`src/design/interval_coverage_table_assert.svh`:
```
// Assertion macros shared by the interval coverage table RTL.
// Depends on nothing; included by the files that carry assertions.
`ifndef INTERVAL_COVERAGE_TABLE_ASSERT_SVH
`define INTERVAL_COVERAGE_TABLE_ASSERT_SVH
`ifndef SYNTH
`define ICT_ASSERT_IMPL(lbl, ck, rn, ante, cons) \
  lbl: assert property (@(posedge ck) disable iff (!rn) (ante) |-> (cons)) \
    else $error("interval coverage table: assertion failed");
`define ICT_ASSERT_NEXT(lbl, ck, rn, ante, cons) \
  lbl: assert property (@(posedge ck) disable iff (!rn) (ante) |=> (cons)) \
    else $error("interval coverage table: assertion failed");
`else
`define ICT_ASSERT_IMPL(lbl, ck, rn, ante, cons)
`define ICT_ASSERT_NEXT(lbl, ck, rn, ante, cons)
`endif
`endif

```
`src/design/ict_pkg.sv`:
```
// Types and constants of the interval coverage table.
// No dependencies; used by the cell, the cell row, the top level and the testbench.
`default_nettype none
package ict_pkg;

  localparam logic [31:0] SIGN_FLIP = 32'h8000_0000;
  localparam int          MASK_W    = 8;

  localparam logic OP_INSERT      = 1'b0;
  localparam logic OP_QUERY       = 1'b1;
  localparam logic MODE_CLASSICAL = 1'b0;
  localparam logic MODE_CANONICAL = 1'b1;

  // End points are held with the sign bit flipped so that unsigned
  // compares give the signed order.
  typedef struct packed {
    logic [31:0] lo;
    logic [31:0] hi;
    logic        mark;
  } cell_t;

  typedef struct packed {
    logic  pop;
    logic  push;
    cell_t pd;
  } ctl_t;

  typedef enum logic [2:0] {
    ST_IDLE,
    ST_START,
    ST_ABSORB,
    ST_REBUILD,
    ST_FIND,
    ST_PLACE,
    ST_QUERY,
    ST_DONE
  } state_t;

endpackage
`default_nettype wire

```
`src/design/ict_cell.sv`:
```
// One cell of an attribute row: holds one interval and its scratch mark.
// Depends on ict_pkg for the cell type.
`default_nettype none
module ict_cell (
  input  wire logic          clk,
  input  wire logic          shift,
  input  wire logic          load,
  input  wire ict_pkg::cell_t ld_data,
  input  wire ict_pkg::cell_t nbr,
  output ict_pkg::cell_t     data
);

  ict_pkg::cell_t data_r;

  always_ff @(posedge clk) begin
    if (load) begin
      data_r <= ld_data;
    end else if (shift) begin
      data_r <= nbr;
    end
  end

  assign data = data_r;

endmodule
`default_nettype wire

```
`src/design/ict_chain.sv`:
```
// Row of cells holding one attribute's table as a queue: pop at cell 0,
// push behind the last valid entry. Depends on ict_pkg and ict_cell.
`default_nettype none
module ict_chain #(
  parameter int ENTRIES = 64
) (
  input  wire logic           clk,
  input  wire logic           rst_n,
  input  wire ict_pkg::ctl_t  ctl,
  output ict_pkg::cell_t      head,
  output logic [$clog2(ENTRIES+1)-1:0] len
);

  localparam int LW = $clog2(ENTRIES + 1);

  ict_pkg::cell_t cells [ENTRIES];
  logic [LW-1:0]  len_r, len_nxt, tgt;

  assign tgt     = ctl.pop ? len_r - LW'(1) : len_r;
  assign len_nxt = len_r + LW'(ctl.push) - LW'(ctl.pop);

  for (genvar i = 0; i < ENTRIES; i++) begin : g_cell
    ict_pkg::cell_t nbr;
    logic           ld;
    if (i == ENTRIES - 1) begin : g_last
      assign nbr = cells[i];
    end else begin : g_mid
      assign nbr = cells[i+1];
    end
    assign ld = ctl.push && (LW'(i) == tgt);
    ict_cell u_cell (
      .clk     (clk),
      .shift   (ctl.pop),
      .load    (ld),
      .ld_data (ctl.pd),
      .nbr     (nbr),
      .data    (cells[i])
    );
  end

  always_ff @(posedge clk) begin
    if (!rst_n) begin
      len_r <= '0;
    end else begin
      len_r <= len_nxt;
    end
  end

  assign head = cells[0];
  assign len  = len_r;

endmodule
`default_nettype wire

```
`config.mk`:
```
export PLATFORM = sky130hd
export DESIGN_NAME = ict_chain
export DESIGN_NICKNAME = d
export VERILOG_FILES = /design/src/design/interval_coverage_table_assert.svh /design/src/design/ict_pkg.sv /design/src/design/ict_cell.sv /design/src/design/ict_chain.sv
export SDC_FILE = /design/constraint.sdc
export NUM_CORES = 2
export LEC_CHECK = 0
export BUFFER_PORTS_ARGS = -buffer_cell sky130_fd_sc_hd__buf_2
export CORE_ASPECT_RATIO = 0.7
export CORE_UTILIZATION = 55
export DETAILED_ROUTE_END_ITERATION = 12
export PLACE_DENSITY = 0.69
export SYNTH_ARGS = -nofsm -noshare
export SYNTH_HDL_FRONTEND = slang
export SYNTH_SLANG_ARGS = --single-unit
```
`constraint.sdc`:
```
create_clock -name clk -period 5.8 [get_ports clk]
set_input_delay 0.29 -clock clk [delete_from_list [all_inputs] [get_ports clk]]
set_output_delay 0.29 -clock clk [all_outputs]
set_load 0.005 [all_outputs]
```
==> flow_summary_export.csv <==
group,metric,value,unit
run_status,run_status,"completed",
worst_setup_path,worstPathArrival,5.12,ns
pwr,clkPwrFrac,37.0,%
sta,fin_ws,1.17,ns
synth,synthArstFlopShare,0,%
sta,report.final.slew_viol_count,0,
sta,skew,0.0765,ns
pwr,p_leak,65.1,nW
floorplan,dieArea,325000,um^2
routing,drc,0,
synth,yosys_warnings,0,
sta,setup_viol,0,
synth,ys_types,50,
pwr,sw_frac_of_total,22.5,%
pwr,sequentialPowerShare,54.2,%
sta,hold_ws,0.105,ns
cts,cts.sinks,4167,
cts,cts_repair_resize_count,0,
worst_setup_path,r2r_start,"len[1]",
cts,tritoncts,"built",
grt,grt_max_degree,67,
cts,clockRootBuffer,"clkbuf_16",
grt,grt_pass1_vias,87500,
pwr,p_int,53.4,mW
worst_setup_path,cp-start-kind,"register",
floorplan,fp.dieH,477,um
worst_setup_path,rr_worst_depth,10,
grt,grt_pass1_wl,566000,um
synth,yosysTopAreaCell,"edfxtp_1",
routing,via_per_inst,6.05,
sta,worst_slew_pin_slew,1.38,ns
routing,drtPass1Iterations,5,
sta,period_minus_slack,4.63,ns
finish,final_common_cell,"edfxtp_1",
finish,drive_above_1_share,41.0,%
routing,drtIter0Drc,8373,
cts,clock_path_buffers,4,
grt,overflow,0,
synth,netlist.area_leader.share,70.5,%
worst_setup_path,crit_type,"reg2reg",
floorplan,io_pins,141,
cts,htreeDepth,5,
floorplan,core,319000,um^2
finish,finalNetCount,9307,
synth,syn_area_per_cell,18.8,um^2
routing,wl_per_cell,26.8,um
sta,fin_crit_sh,79.7,%
routing,dr_total_vias,83600,
floorplan,initial_core_util,55.5,%
synth,yosys-top-cells-area,"edfxtp_1, mux2_2, mux2_1, buf_2, clkbuf_1",
hold_path,hold_path.class,"in2reg",
placed_design,portBuffers,140,
sta,hold_violations,0,
flow_run,cap_viol_max_count,0,
synth,synth_edf_count,4160,
cts,path_clk_slew,0.06,ns
synth,ys_ff_latch,4167,
worst_setup_path,crit_required,6.29,ns
placed_design,pre_cts_ws,1.35,ns
pwr,p_per_area,356,nW/um^2
finish,layout_common_cells,"edfxtp_1, mux2_2, mux2_1",
worst_setup_path,endpoint_kind,"register",
sta,slew_headroom,7.76,%
cts,numCtsBuffers,391,
synth,synth_top_flop_cell,"edfxtp_1",
cts,clkLatencyLatePin,0.91,ns
sta,max_clock_freq,216,MHz
routing,drt_wl_total,371000,um
pwr,p_switching,15.5,mW
grt,grt_usage,22.7,%
placed_design,hpwl,215000,um
worst_setup_path,startpoint,"len[1]",
grt,antenna_found_initial,20,
worst_setup_path,critPathMaxFanout,66,
floorplan,num_rows,173,
hold_path,worstHoldStart,"ctl[24]",
sta,tns,0,ns
synth,synth_nets,9501,
pwr,pwr-share-comb,8.8,%
placed_design,gp_congestion,0.849,
finish,syn_to_final_growth,9.27,%
sta,rsz0062_at_grt,"false",
routing,drt.antenna.violating_nets,0,
synth,ys_seq_area_share,70.6,%
hold_path,whs_path_depth,1,
synth,syn_area,177000,um^2
pwr,ir_drop,0.341,mV
floorplan,fp.dieW,680,um
synth,synthCells,9417,
-- metal layers --
metal | part of all wire [%] | up-vias | global-route usage [%]
met5 | 0 | - | 0
met3 | 7.1 | 552 | 3.86
li1 | - | 36200 | -
met4 | 2.2 | 0 | 4.98
met1 | 46 | 44200 | 34.7
met2 | 45 | 2663 | 34.3
-- through the flow --
stage | utilization [%] | cells | area, um^2 | total power [mW]
after global routing | 60.7 | 13800 | 194000 | 71.1
after detailed placement | 56.7 | 13100 | 181000 | 44.0
final | 60.7 | 13800 | 194000 | 68.9
after global placement | 56.7 | 13100 | 181000 | 43.8
after CTS | 60.7 | 13800 | 194000 | 69.4
after floorplan | - | 9417 | 177000 | 41.8
-- logic make-up after synthesis --
family,share of synthesized area [%]
flops,70.6
mux,26.0
buf+inv,2.42
simple gates,0.678
compound gates,0.144
fa+ha+maj,0.110
xor+xnor,0.0600
-- worst paths after layout --
check,to,slack [ns]
hold / removal,g_cell[63].u_cell.data[24],0.10
hold reg to reg,g_cell[9].u_cell.data[59],0.50
setup reg to reg,g_cell[40].u_cell.data[49],1.17
setup / recovery,g_cell[40].u_cell.data[49],1.17
-- registers in the layout (all words and copies together) (netlist names) --
register / count
g_cell.u_cell.data: 4160
len: 7
-- Yosys cell counts, types with 2 or more instances --
library cell     n
a21oi_1          2
and2_1           2
and4_1           6
buf_1           66
buf_2          346
buf_4           96
clkbuf_1       413
dfxtp_1          7
edfxtp_1      4160
ha_1            14
inv_1           11
mux2_1        1168
mux2_2        2927
nand2_1          6
nand2b_1        37
nand3_1          8
nand4_1         36
nand4b_1         2
nand4bb_1        2
nor2_1           7
nor2b_1          4
nor3_1           2
nor4_1           5
nor4_2          21
o21a_1           2
o21bai_1         2
o221a_2          3
o221ai_2         3
o2bb2ai_1        2
or2_2           30
xnor2_1          7
xor2_1           2
-- power groups by stage --
stage               sequential [mW]  clock, mW  combinational [mW]
floorplan                      37.6          0                4.24
global placement               37.9          0                5.89
detailed placement             37.9          0                6.04
CTS                            37.3       25.9                6.13
global route                   37.5       27.0                6.54
finish                         37.3       25.5                6.09
-- timing repair --
item                      4_1_cts  5_1_grt
hold buffers                    7        0
buffers inserted                0        0
hold endpoints to repair       31        0
-- worst max-delay path, stage by stage (launching register included) --
cell	delay, ns
dfxtp_1	0.38
inv_1	0.28
ha_1	0.46
a21boi_1	0.18
o21ai_1	0.29
nand4_2	0.15
buf_4	0.27
nor4_4	0.30
buf_4	0.81
or2_2	0.24
buf_4	0.74
-- cell type report --
type | count | area, um^2
multi-input cells | 4318 | 48200
diodes | 3 | 7.51
well taps | 4287 | 5360
fillers | 22400 | 125000
flip-flops and latches | 4167 | 125000
repair buffers | 334 | 2440
inverters | 11 | 41.3
clock inverters | 224 | 2230
clock buffers | 480 | 10300
No activity file was read; power rests on OpenSTA's default activity.
